**src/hw/rtl/assert_macros.svh**
```systemverilog
// Assertion macros shared by the RTL of the stick conditioner.
// Depends on nothing; included by modules that carry assertions.
`ifndef ASSERT_MACROS_SVH
`define ASSERT_MACROS_SVH
// Implication checked on every clock edge outside reset.
`define ASSERT_IMPL(label, clk, rst, ante, cons, msg) \
   label: assert property (@(posedge clk) disable iff (rst) (ante) |-> (cons)) \
      else $error(msg);
// Next-cycle implication checked outside reset.
`define ASSERT_NEXT(label, clk, rst, ante, cons, msg) \
   label: assert property (@(posedge clk) disable iff (rst) (ante) |=> (cons)) \
      else $error(msg);
`endif

```
**src/hw/rtl/asac_pkg.sv**
```systemverilog
// Package of the stick conditioner: widths, defaults and command structs.
// Depends on nothing; used by all modules of the block.
package asac_pkg;
   localparam int Window = 8;
   localparam int WinBits = 3;
   localparam int Axes = 4;
   localparam int AxBits = 2;
   localparam int AdcW = 12;
   localparam int ScaleW = 24;
   localparam int DzW = 7;
   localparam logic [DzW-1:0] DeadzoneReset = 7'd50;
   localparam logic [6:0] DesiredMax = 7'd127;
   localparam logic [6:0] HalfMax = 7'd63;
   localparam logic [ScaleW-1:0] ScaleSat = 24'hFFFFFF;

   function automatic logic [AdcW-1:0] def_offset(input logic [AxBits-1:0] a);
      logic [AdcW-1:0] r;
      unique case (a)
         2'd0: r = 12'd809;
         2'd1: r = 12'd1110;
         2'd2: r = 12'd995;
         default: r = 12'd693;
      endcase
      return r;
   endfunction

   function automatic logic [ScaleW-1:0] def_normal(input logic [AxBits-1:0] a);
      logic [ScaleW-1:0] r;
      unique case (a)
         2'd0: r = 24'd2549;
         2'd1: r = 24'd2477;
         2'd2: r = 24'd2386;
         default: r = 24'd3742;
      endcase
      return r;
   endfunction

   function automatic logic [ScaleW-1:0] def_calib(input logic [AxBits-1:0] a);
      logic [ScaleW-1:0] r;
      unique case (a)
         2'd0: r = 24'd3991;
         2'd1: r = 24'd3880;
         2'd2: r = 24'd3736;
         default: r = 24'd5865;
      endcase
      return r;
   endfunction

   // Commands from the controller to the datapath.
   typedef struct packed {
      logic                store;     // write ring slot, update buttons, mode, spans
      logic                clr_acc;   // clear window sums
      logic                acc;       // add ring slot sel_idx to sums
      logic [WinBits-1:0]  sel_idx;   // ring slot being summed
      logic                div_start; // start division for axis sel_axis
      logic                exit_wr;   // write derived scales for axis sel_axis
      logic                mul;       // multiply axis sel_axis
      logic                fin;       // finish axis sel_axis into result
      logic [AxBits-1:0]   sel_axis;
      logic                load_out;  // capture result register
   } cmd_type;

   typedef struct packed {
      logic fall_exit; // this request leaves calibration
      logic report;    // this request completes a window
      logic div_done;
   } sts_type;
endpackage

```
**src/hw/rtl/analog_stick_average_calibrate.sv**
```systemverilog
// Analog stick conditioner: eight-deep moving average with min/max calibration.
// A request that neither reports nor leaves calibration is taken and the next may
// follow at once; a reporting one raises its result after 8 sum steps, 2 steps per
// axis in the shared multiplier and 1 load, and holds the input until then. Leaving
// calibration adds a division per axis in the bit-serial divider.
// Synchronous active-high reset restores default offsets, scales and deadzone 50.
module analog_stick_average_calibrate (
   input  logic              clock,
   input  logic              reset,
   input  logic              req_valid,
   output logic              req_stall,
   input  logic [11:0]       req_adc_ch0,
   input  logic [11:0]       req_adc_ch1,
   input  logic [11:0]       req_adc_ch2,
   input  logic [11:0]       req_adc_ch3,
   input  logic signed [7:0] req_accel_x,
   input  logic signed [7:0] req_accel_z,
   input  logic signed [7:0] req_gyro_x,
   input  logic [3:0]        req_button_pins,
   input  logic              req_mode_pin,
   output logic              rsp_valid,
   input  logic              rsp_stall,
   output logic [6:0]        rsp_axis0,
   output logic [6:0]        rsp_axis1,
   output logic [6:0]        rsp_axis2,
   output logic [6:0]        rsp_axis3,
   output logic signed [7:0] rsp_accel_x_avg,
   output logic signed [7:0] rsp_accel_z_avg,
   output logic [6:0]        rsp_gyro_x_avg,
   output logic [3:0]        rsp_buttons,
   output logic              rsp_calibrating,
   input  logic              csr_valid,
   output logic              csr_ready,
   input  logic [6:0]        csr_deadzone
);
   asac_pkg::cmd_type cmd;
   asac_pkg::sts_type sts;
   logic [asac_pkg::DzW-1:0] dz_ff;

   always_ff @(posedge clock) begin
      if (reset) begin
         dz_ff <= asac_pkg::DeadzoneReset;
      end else if (csr_valid && csr_ready) begin
         dz_ff <= csr_deadzone;
      end
   end

   asac_ctrl u_ctrl (
      .clock     (clock),
      .reset     (reset),
      .req_valid (req_valid),
      .req_stall (req_stall),
      .rsp_valid (rsp_valid),
      .rsp_stall (rsp_stall),
      .csr_ready (csr_ready),
      .sts       (sts),
      .cmd       (cmd)
   );

   asac_datapath u_dp (
      .clock       (clock),
      .reset       (reset),
      .cmd         (cmd),
      .sts         (sts),
      .deadzone    (dz_ff),
      .adc_ch0     (req_adc_ch0),
      .adc_ch1     (req_adc_ch1),
      .adc_ch2     (req_adc_ch2),
      .adc_ch3     (req_adc_ch3),
      .accel_x     (req_accel_x),
      .accel_z     (req_accel_z),
      .gyro_x      (req_gyro_x),
      .button_pins (req_button_pins),
      .mode_pin    (req_mode_pin),
      .axis0       (rsp_axis0),
      .axis1       (rsp_axis1),
      .axis2       (rsp_axis2),
      .axis3       (rsp_axis3),
      .accel_x_avg (rsp_accel_x_avg),
      .accel_z_avg (rsp_accel_z_avg),
      .gyro_x_avg  (rsp_gyro_x_avg),
      .buttons     (rsp_buttons),
      .calibrating (rsp_calibrating)
   );
endmodule

```
**src/hw/rtl/asac_divider.sv**
```systemverilog
// Restoring divider: two quotients (calib and normal numerators) over one span.
// Depends on asac_pkg; one quotient bit per cycle.
module asac_divider (
   input  logic                          clock,
   input  logic                          reset,
   input  logic                          start,
   input  logic [asac_pkg::DzW-1:0]      deadzone,
   input  logic [asac_pkg::AdcW-1:0]     span_lo,
   input  logic [asac_pkg::AdcW-1:0]     span_hi,
   output logic                          done,
   output logic [asac_pkg::ScaleW-1:0]   calib_q,
   output logic [asac_pkg::ScaleW-1:0]   normal_q
);
   // Numerators are at most 254<<16 (24 bits); quotients fit in 24 bits.
   localparam int NumW = 24;
   logic [NumW-1:0] num_c_ff, num_c_in, num_n_ff, num_n_in;
   logic [asac_pkg::AdcW:0] rem_c_ff, rem_c_in, rem_n_ff, rem_n_in;
   logic [asac_pkg::AdcW-1:0] den_ff, den_in;
   logic sat_ff, sat_in;
   logic [4:0] cnt_ff, cnt_in;
   logic busy_ff, busy_in;
   logic [asac_pkg::AdcW:0] tc, tn;
   logic [7:0] nc, nn;

   always_comb begin
      nc = {1'b0, deadzone} + {1'b0, asac_pkg::DesiredMax};
      nn = {1'b0, deadzone} + {1'b0, asac_pkg::HalfMax};
      num_c_in = num_c_ff;
      num_n_in = num_n_ff;
      rem_c_in = rem_c_ff;
      rem_n_in = rem_n_ff;
      den_in = den_ff;
      sat_in = sat_ff;
      cnt_in = cnt_ff;
      busy_in = busy_ff;
      tc = '0;
      tn = '0;
      if (start) begin
         num_c_in = {nc, 16'd0};
         num_n_in = {nn, 16'd0};
         rem_c_in = '0;
         rem_n_in = '0;
         den_in = span_hi - span_lo;
         sat_in = (span_hi <= span_lo);
         cnt_in = 5'd0;
         busy_in = 1'b1;
      end else if (busy_ff) begin
         tc = {rem_c_ff[asac_pkg::AdcW-1:0], num_c_ff[NumW-1]};
         tn = {rem_n_ff[asac_pkg::AdcW-1:0], num_n_ff[NumW-1]};
         num_c_in = {num_c_ff[NumW-2:0], 1'b0};
         num_n_in = {num_n_ff[NumW-2:0], 1'b0};
         if (tc >= {1'b0, den_ff}) begin
            rem_c_in = tc - {1'b0, den_ff};
            num_c_in[0] = 1'b1;
         end else begin
            rem_c_in = tc;
         end
         if (tn >= {1'b0, den_ff}) begin
            rem_n_in = tn - {1'b0, den_ff};
            num_n_in[0] = 1'b1;
         end else begin
            rem_n_in = tn;
         end
         cnt_in = cnt_ff + 5'd1;
         if (cnt_ff == 5'(NumW - 1)) begin
            busy_in = 1'b0;
         end
      end
   end

   always_ff @(posedge clock) begin
      if (reset) begin
         busy_ff <= 1'b0;
         cnt_ff <= '0;
      end else begin
         busy_ff <= busy_in;
         cnt_ff <= cnt_in;
      end
      num_c_ff <= num_c_in;
      num_n_ff <= num_n_in;
      rem_c_ff <= rem_c_in;
      rem_n_ff <= rem_n_in;
      den_ff <= den_in;
      sat_ff <= sat_in;
   end

   // Quotient bits shift into the numerator registers as it drains.
   assign done = busy_ff && !busy_in;
   assign calib_q = sat_ff ? asac_pkg::ScaleSat : num_c_in;
   assign normal_q = sat_ff ? asac_pkg::ScaleSat : num_n_in;
endmodule

```
**src/hw/rtl/asac_datapath.sv**
```systemverilog
// Datapath: sample rings, calibration spans, window sums, shared multiplier.
// Depends on asac_pkg and asac_divider.
module asac_datapath (
   input  logic                          clock,
   input  logic                          reset,
   input  asac_pkg::cmd_type             cmd,
   output asac_pkg::sts_type             sts,
   input  logic [asac_pkg::DzW-1:0]      deadzone,
   input  logic [11:0]                   adc_ch0,
   input  logic [11:0]                   adc_ch1,
   input  logic [11:0]                   adc_ch2,
   input  logic [11:0]                   adc_ch3,
   input  logic signed [7:0]             accel_x,
   input  logic signed [7:0]             accel_z,
   input  logic signed [7:0]             gyro_x,
   input  logic [3:0]                    button_pins,
   input  logic                          mode_pin,
   output logic [6:0]                    axis0,
   output logic [6:0]                    axis1,
   output logic [6:0]                    axis2,
   output logic [6:0]                    axis3,
   output logic signed [7:0]             accel_x_avg,
   output logic signed [7:0]             accel_z_avg,
   output logic [6:0]                    gyro_x_avg,
   output logic [3:0]                    buttons,
   output logic                          calibrating
);
   localparam int W = asac_pkg::AdcW;
   localparam int A = asac_pkg::Axes;
   localparam int SumW = W + asac_pkg::WinBits;

   logic [A-1:0][W-1:0] aring_ff [asac_pkg::Window];
   logic [2:0][7:0] iring_ff [asac_pkg::Window];
   logic [asac_pkg::WinBits-1:0] ptr_ff;
   logic [asac_pkg::WinBits-1:0] tick_ff;
   logic calib_ff, prev_ff;
   logic [3:0] btn_ff;
   logic [W-1:0] smin_ff [A];
   logic [W-1:0] smax_ff [A];
   logic [W-1:0] off_ff [A];
   logic [asac_pkg::ScaleW-1:0] nsc_ff [A];
   logic [asac_pkg::ScaleW-1:0] csc_ff [A];
   logic [SumW-1:0] asum_ff [A];
   logic signed [10:0] isum_ff [3];
   logic signed [37:0] prod_ff;
   logic [6:0] axr_ff [A];
   logic [6:0] axis_out_ff [A];
   logic signed [7:0] ax_out_ff, az_out_ff;
   logic [6:0] gx_out_ff;
   logic [3:0] btn_out_ff;
   logic cal_out_ff;

   logic [A-1:0][W-1:0] samp;
   logic fall;
   logic div_done;
   logic [asac_pkg::ScaleW-1:0] div_cq, div_nq;
   logic signed [W+1:0] diff;
   logic signed [asac_pkg::ScaleW:0] scale_s;
   logic [37:0] mag;
   logic signed [26:0] t;
   logic signed [27:0] v;
   logic [6:0] clip;
   logic signed [7:0] iavg [3];

   assign samp = {adc_ch3, adc_ch2, adc_ch1, adc_ch0};
   assign fall = !mode_pin && prev_ff;

   asac_divider u_div (
      .clock    (clock),
      .reset    (reset),
      .start    (cmd.div_start),
      .deadzone (deadzone),
      .span_lo  (smin_ff[cmd.sel_axis]),
      .span_hi  (smax_ff[cmd.sel_axis]),
      .done     (div_done),
      .calib_q  (div_cq),
      .normal_q (div_nq)
   );

   assign sts.fall_exit = fall && calib_ff;
   assign sts.report = (tick_ff == asac_pkg::WinBits'(asac_pkg::Window - 1));
   assign sts.div_done = div_done;

   always_comb begin
      diff = $signed({2'b00, asum_ff[cmd.sel_axis][SumW-1:asac_pkg::WinBits]})
         - $signed({2'b00, off_ff[cmd.sel_axis]});
      scale_s = $signed({1'b0, calib_ff ? csc_ff[cmd.sel_axis] : nsc_ff[cmd.sel_axis]});
      mag = prod_ff[37] ? 38'(-prod_ff) : 38'(prod_ff);
      t = prod_ff[37] ? -27'($signed({1'b0, mag[37:16]}))
                      : 27'($signed({1'b0, mag[37:16]}));
      v = 28'(t) - 28'($signed({1'b0, deadzone})) + (calib_ff ? 28'sd0 : 28'sd63);
      if (v > 28'sd127) begin
         clip = 7'd127;
      end else if (calib_ff ? (v < 28'sd0) : (v < 28'sd63)) begin
         clip = calib_ff ? 7'd0 : 7'd63;
      end else begin
         clip = v[6:0];
      end
      for (int k = 0; k < 3; k++) begin
         // Truncate toward zero: bias negatives before the shift.
         iavg[k] = 8'((isum_ff[k] + (isum_ff[k][10] ? 11'sd7 : 11'sd0)) >>> 3);
      end
   end

   always_ff @(posedge clock) begin
      if (reset) begin
         for (int i = 0; i < asac_pkg::Window; i++) begin
            aring_ff[i] <= '0;
            iring_ff[i] <= '0;
         end
         ptr_ff <= '0;
         tick_ff <= '0;
         calib_ff <= 1'b0;
         prev_ff <= 1'b1;
         btn_ff <= '0;
         for (int a = 0; a < A; a++) begin
            smin_ff[a] <= '0;
            smax_ff[a] <= '0;
            off_ff[a] <= asac_pkg::def_offset(asac_pkg::AxBits'(a));
            nsc_ff[a] <= asac_pkg::def_normal(asac_pkg::AxBits'(a));
            csc_ff[a] <= asac_pkg::def_calib(asac_pkg::AxBits'(a));
         end
      end else begin
         if (cmd.store) begin
            aring_ff[ptr_ff] <= samp;
            iring_ff[ptr_ff] <= {gyro_x, accel_z, accel_x};
            btn_ff <= {~button_pins[0], ~button_pins[2], ~button_pins[3], ~button_pins[1]};
            prev_ff <= mode_pin;
            ptr_ff <= ptr_ff + 1'b1;
            tick_ff <= tick_ff + 1'b1;
            if (fall) begin
               calib_ff <= !calib_ff;
            end else if (calib_ff) begin
               for (int a = 0; a < A; a++) begin
                  if (smin_ff[a] == '0 || samp[a] < smin_ff[a]) smin_ff[a] <= samp[a];
                  if (smax_ff[a] == '0 || samp[a] > smax_ff[a]) smax_ff[a] <= samp[a];
               end
            end
         end
         if (cmd.exit_wr) begin
            off_ff[cmd.sel_axis] <= smin_ff[cmd.sel_axis];
            csc_ff[cmd.sel_axis] <= div_cq;
            nsc_ff[cmd.sel_axis] <= div_nq;
            smin_ff[cmd.sel_axis] <= '0;
            smax_ff[cmd.sel_axis] <= '0;
         end
      end
   end

   always_ff @(posedge clock) begin
      if (cmd.clr_acc) begin
         for (int a = 0; a < A; a++) asum_ff[a] <= '0;
         for (int k = 0; k < 3; k++) isum_ff[k] <= '0;
      end else if (cmd.acc) begin
         for (int a = 0; a < A; a++) begin
            asum_ff[a] <= asum_ff[a] + SumW'(aring_ff[cmd.sel_idx][a]);
         end
         for (int k = 0; k < 3; k++) begin
            isum_ff[k] <= isum_ff[k] + 11'($signed(iring_ff[cmd.sel_idx][k]));
         end
      end
      if (cmd.mul) begin
         prod_ff <= 38'(diff) * 38'(scale_s);
      end
      if (cmd.fin) begin
         axr_ff[cmd.sel_axis] <= clip;
      end
      if (cmd.load_out) begin
         for (int a = 0; a < A; a++) axis_out_ff[a] <= axr_ff[a];
         ax_out_ff <= iavg[0];
         az_out_ff <= iavg[1];
         gx_out_ff <= iavg[2][7] ? 7'd0 : iavg[2][6:0];
         btn_out_ff <= btn_ff;
         cal_out_ff <= calib_ff;
      end
   end

   assign axis0 = axis_out_ff[0];
   assign axis1 = axis_out_ff[1];
   assign axis2 = axis_out_ff[2];
   assign axis3 = axis_out_ff[3];
   assign accel_x_avg = ax_out_ff;
   assign accel_z_avg = az_out_ff;
   assign gyro_x_avg = gx_out_ff;
   assign buttons = btn_out_ff;
   assign calibrating = cal_out_ff;
endmodule

```
**src/hw/rtl/asac_ctrl.sv**
```systemverilog
// Controller: sequences store, span exit division, window sums and axis scaling.
// Depends on asac_pkg and assert_macros.svh; drives asac_datapath by command struct.
`include "assert_macros.svh"
module asac_ctrl (
   input  logic               clock,
   input  logic               reset,
   input  logic               req_valid,
   output logic               req_stall,
   output logic               rsp_valid,
   input  logic               rsp_stall,
   output logic               csr_ready,
   input  asac_pkg::sts_type  sts,
   output asac_pkg::cmd_type  cmd
);
   typedef enum logic [2:0] {
      IDLE, DIV, DIVW, SUM, MUL, FIN, OUT
   } state_type;

   state_type state_ff, state_in;
   logic [asac_pkg::WinBits-1:0] idx_ff, idx_in;
   logic [asac_pkg::AxBits-1:0] ax_ff, ax_in;
   logic rv_ff, rv_in;
   logic rep_ff, rep_in;
   logic take;

   // A finished window waits in OUT until the output register is free.
   assign req_stall = (state_ff != IDLE);
   assign take = req_valid && !req_stall;
   assign rsp_valid = rv_ff;
   assign csr_ready = (state_ff == IDLE) && !rv_ff;

   always_comb begin
      state_in = state_ff;
      idx_in = idx_ff;
      ax_in = ax_ff;
      rv_in = rv_ff && rsp_stall;
      rep_in = rep_ff;
      cmd = '0;
      cmd.sel_idx = idx_ff;
      cmd.sel_axis = ax_ff;
      unique case (state_ff)
         IDLE: begin
            if (take) begin
               cmd.store = 1'b1;
               rep_in = sts.report;
               ax_in = '0;
               idx_in = '0;
               cmd.clr_acc = 1'b1;
               if (sts.fall_exit) begin
                  state_in = DIV;
               end else if (sts.report) begin
                  state_in = SUM;
               end
            end
         end
         DIV: begin
            cmd.div_start = 1'b1;
            state_in = DIVW;
         end
         DIVW: begin
            if (sts.div_done) begin
               cmd.exit_wr = 1'b1;
               ax_in = ax_ff + 1'b1;
               if (ax_ff == asac_pkg::AxBits'(asac_pkg::Axes - 1)) begin
                  state_in = rep_ff ? SUM : IDLE;
               end else begin
                  state_in = DIV;
               end
            end
         end
         SUM: begin
            cmd.acc = 1'b1;
            idx_in = idx_ff + 1'b1;
            if (idx_ff == asac_pkg::WinBits'(asac_pkg::Window - 1)) begin
               state_in = MUL;
            end
         end
         MUL: begin
            cmd.mul = 1'b1;
            state_in = FIN;
         end
         FIN: begin
            cmd.fin = 1'b1;
            ax_in = ax_ff + 1'b1;
            state_in = (ax_ff == asac_pkg::AxBits'(asac_pkg::Axes - 1)) ? OUT : MUL;
         end
         OUT: begin
            if (!rv_ff || !rsp_stall) begin
               cmd.load_out = 1'b1;
               rv_in = 1'b1;
               state_in = IDLE;
            end
         end
         default: state_in = IDLE;
      endcase
   end

   always_ff @(posedge clock) begin
      if (reset) begin
         state_ff <= IDLE;
         idx_ff <= '0;
         ax_ff <= '0;
         rv_ff <= 1'b0;
         rep_ff <= 1'b0;
      end else begin
         state_ff <= state_in;
         idx_ff <= idx_in;
         ax_ff <= ax_in;
         rv_ff <= rv_in;
         rep_ff <= rep_in;
      end
   end

   `ASSERT_IMPL(a_no_take_busy, clock, reset, state_ff != IDLE, !take, "request taken while busy")
   `ASSERT_NEXT(a_out_valid, clock, reset, state_ff == OUT, rv_ff, "result not raised after load")
   `ASSERT_IMPL(a_single_cmd, clock, reset, 1'b1, $onehot0({cmd.store, cmd.acc, cmd.mul, cmd.fin, cmd.load_out, cmd.div_start}), "overlapping datapath commands")
endmodule
```
**config.mk**
```make
export PLATFORM = sky130hd
export DESIGN_NAME = analog_stick_average_calibrate
export DESIGN_NICKNAME = d
export VERILOG_FILES = /design/src/hw/rtl/asac_pkg.sv /design/src/hw/rtl/analog_stick_average_calibrate.sv /design/src/hw/rtl/asac_divider.sv /design/src/hw/rtl/asac_datapath.sv /design/src/hw/rtl/asac_ctrl.sv
export VERILOG_INCLUDE_DIRS = /design/src /design/src/hw/rtl
export SDC_FILE = /design/constraint.sdc
export NUM_CORES = 2
export LEC_CHECK = 0
export BUFFER_PORTS_ARGS = -buffer_cell sky130_fd_sc_hd__buf_2
export CORE_UTILIZATION = 60
export CTS_BUF_LIST = sky130_fd_sc_hd__clkbuf_4
export CTS_CLUSTER_DIAMETER = 60
export DETAILED_ROUTE_END_ITERATION = 10
export PLACE_DENSITY = 0.79
export SYNTH_ARGS = -nofsm -noshare
export SYNTH_HDL_FRONTEND = slang
export SYNTH_SLANG_ARGS = --single-unit
```
**constraint.sdc**
```tcl
create_clock -name clock -period 17.99 [get_ports clock]
set_input_delay 0.8995 -clock clock [delete_from_list [all_inputs] [get_ports clock]]
set_output_delay 0.8995 -clock clock [all_outputs]
set_load 0.02 [all_outputs]
```
==> flow_summary_export.csv <==
group,metric,value,unit
status,run_status,"complete, no violations",
synth,ys_seq_area_frac,0.488,
critical_path,crit_required,18.97,ns
place,portBuffers,147,
floorplanning,start_util,0.605,
critical_path,cp_slowest_cell,"buf_4",
floorplanning,core_area,0.120,sq mm
place,gp_congestion,0.933,
floorplanning,die_h,350,um
clock_network,numCtsBuffers,342,
sta,tightest_slew,1.26,ns
sta,finalHoldViolCount,0,
critical_path,cp-start-kind,"register",
critical_path,crit_path_frequent_cell,"fa_1",
finish,fin_nets,7174,
sta,slew_violations,0,
critical_path,cp_max_fo,50,
routing,wl_per_cell,22.4,um
routing,drt_iter0_drc,4462,
sta,setup_viol,0,
clock_network,cts-root-buf,"clkbuf_4",
synth,netlist_area,0.0727,sq mm
critical_path,setup.worst_path.end_class,"register",
synth,synth_ff_type,"edfxtp_1",
min_path,hp-class,"in -> reg",
global_routing,grt.total_usage,0.308,
sta,slew_headroom,0.158,
synth,async_flop_share,0,
global_routing,grt_max_degree,90,
routing,vias_per_cell,6.02,
clock_network,htreeDepth,5,
floorplanning,row_count,127,
finish,syn_to_final_growth,9.93,%
job,max-cap-violations,0,
clock_network,clock-sinks,1252,
finish,final_util,0.666,
sta,rsz0062_at_grt,"no",
synth,synth_fp_nets,6826,
sta,fin_crit_sh,0.597,
floorplanning,die_w,350,um
finish,drive_gt1_frac,0.168,
clock_network,clkTransAtPathRegs,0.06,ns
finish,nFillCells,8819,
critical_path,critPathArrivalTime,11.72,ns
synth,syn_area_per_cell,11.9,sq um
routing,drc_errors,0,
sta,max_clock_freq,93.1,MHz
sta,min_period,10.74,ns
floorplanning,die-area,0.123,sq mm
global_routing,grt_pass1_wl,287000,um
synth,yosys_warnings,0,
synth,synth_cell_types,98,
sta,finClkSkew,0.163,ns
routing,num_vias,50000,
clock_network,cts_tree,"yes",
clock_network,clkLatencyLatePin,1.30,ns
global_routing,antenna_found_initial,13,
routing,detail-route-antenna-nets,0,
global_routing,globalRoute.totalOverflow,0,
routing,wl,186000,um
critical_path,crit_type,"reg -> reg",
synth,ys_ff_latch,1252,
global_routing,grt_pass1_vias,50800,
place,place_hpwl,122000,um
sta,tns,0,ns
floorplanning,io_pins,148,
synth,synth-edff-count,1044,
clock_network,cts_buffer_depth,4,
critical_path,max_stage_delay,0.79,ns
routing,firstDrtPassIters,6,
synth,syn_inst,6096,
## placed cells by master, fill, tap and decap left out, types with 76 or more instances in the layout
cell type     n
fa_1        259
xnor2_1     104
clkbuf_4    488
and2_1      597
inv_1       453
mux4_2      240
nor2_1      549
mux2i_1     150
a21o_1       85
o21ai_0     105
a21oi_1     206
buf_2       147
nand2_1     488
nor3_1      111
dfxtp_1     202
ha_1        382
xor2_1       83
nand3_1      76
edfxtp_1   1044
## path summary, 6_finish.rpt
check,depth (start not counted),slack [ns],from,to
hold / removal,3,0.08,req_adc_ch2[8],u_dp.smax_ff[2][8]
hold reg to reg,0,0.42,u_dp.axr_ff[2][2],u_dp.axis_out_ff[2][2]
setup / recovery,32,7.25,register,u_dp.prod_ff[30]
setup reg to reg,32,7.25,register,u_dp.prod_ff[30]
## synth_stat cells, types with 84 or more instances
cell	count	area, sq um
clkbuf_1	226	848
inv_1	453	1700
a21oi_1	207	1040
nor2_1	554	2080
dfxtp_1	208	4160
xnor2_1	107	937
a21o_1	85	638
fa_1	259	5180
o21ai_0	105	526
mux2i_1	151	1510
nand2_1	489	1840
xor2_1	84	736
edfxtp_1	1044	31400
ha_1	382	4780
and2_1	597	3730
mux4_2	240	5410
nor3_1	118	591
## metrics by stage
step                worst slack [ns]  area, sq um  hold WS, ns  instances
finish                          7.25        80000       0.0817       8306
global route                    6.75        80000       0.0178       8305
CTS                             7.29        79900     0.000618       8290
detailed placement              7.33        75100        0.405       7640
global placement                7.48        75100        0.401       7640
floorplan                       8.02        72700        0.400       6096
## state kept, by name (all words and copies together) (netlist names), 7 cells and up, named ones only
register             flops
dz_ff                    7
u_dp.accel_x_avg         8
u_dp.accel_z_avg         8
u_dp.aring_ff          384
u_dp.asum_ff            60
u_dp.axis_out_ff        28
u_dp.axr_ff             28
u_dp.csc_ff             96
u_dp.gyro_x_avg          7
u_dp.iring_ff          192
u_dp.isum_ff            33
u_dp.nsc_ff             96
u_dp.off_ff             48
u_dp.prod_ff            38
u_dp.smax_ff            48
u_dp.smin_ff            48
u_dp.u_div.den_ff       12
u_dp.u_div.num_c_ff     24
u_dp.u_div.num_n_ff     24
u_dp.u_div.rem_c_ff     12
u_dp.u_div.rem_n_ff     12
## critical path: cells and delay by family, from the launching register on
family | cells | cell delay [ns]
AOI/OAI and AO/OA | 12 | 2.98
DFF | 1 | 0.66
buffers and inverters | 5 | 1.18
xor gates and xnor gates | 1 | 0.09
adders and majority gates | 8 | 3.77
and+or+nand+nor | 5 | 1.08
muxes | 1 | 0.64
## cells by family after synthesis
| family | after synthesis | synth area share |
|---|---|---|
| adders and majority gates | 641 | 0.137 |
| muxes | 459 | 0.106 |
| xor gates and xnor gates | 192 | 0.0232 |
| AOI/OAI and AO/OA | 657 | 0.0597 |
| DFF | 1252 | 0.488 |
| and+or+nand+nor | 2149 | 0.147 |
| buffers and inverters | 746 | 0.0388 |
## cell type report
cell class / count / area, sq um / share of cell area
tap: 1612 / 2020 / 0.0252
clock buffer: 488 / 3660 / 0.0458
sequential: 1252 / 35500 / 0.444
clock inverter: 90 / 430 / 0.00538
antenna: 16 / 40.0 / 0.000501
timing repair buffer: 290 / 1990 / 0.0249
multi-input combinational: 4098 / 34600 / 0.432
inverter: 460 / 1730 / 0.0216
## routing by layer
metal / track usage / share of wire / vias up
li1: - / - / 22500
met1: 0.381 / 0.38 / 24600
met2: 0.516 / 0.49 / 2364
met3: 0.0602 / 0.084 / 521
met4: 0.158 / 0.049 / 6
met5: 0 / 0.00023 / -
## what timing repair did
item,in CTS,in global routing
hold buffers,72,0
buffers inserted,0,0
resized for setup,0,0
hold endpoints to repair,260,0
Power is not shown: default switching activity piles up to over one toggle a cycle in this logic, so the estimate is an artifact.
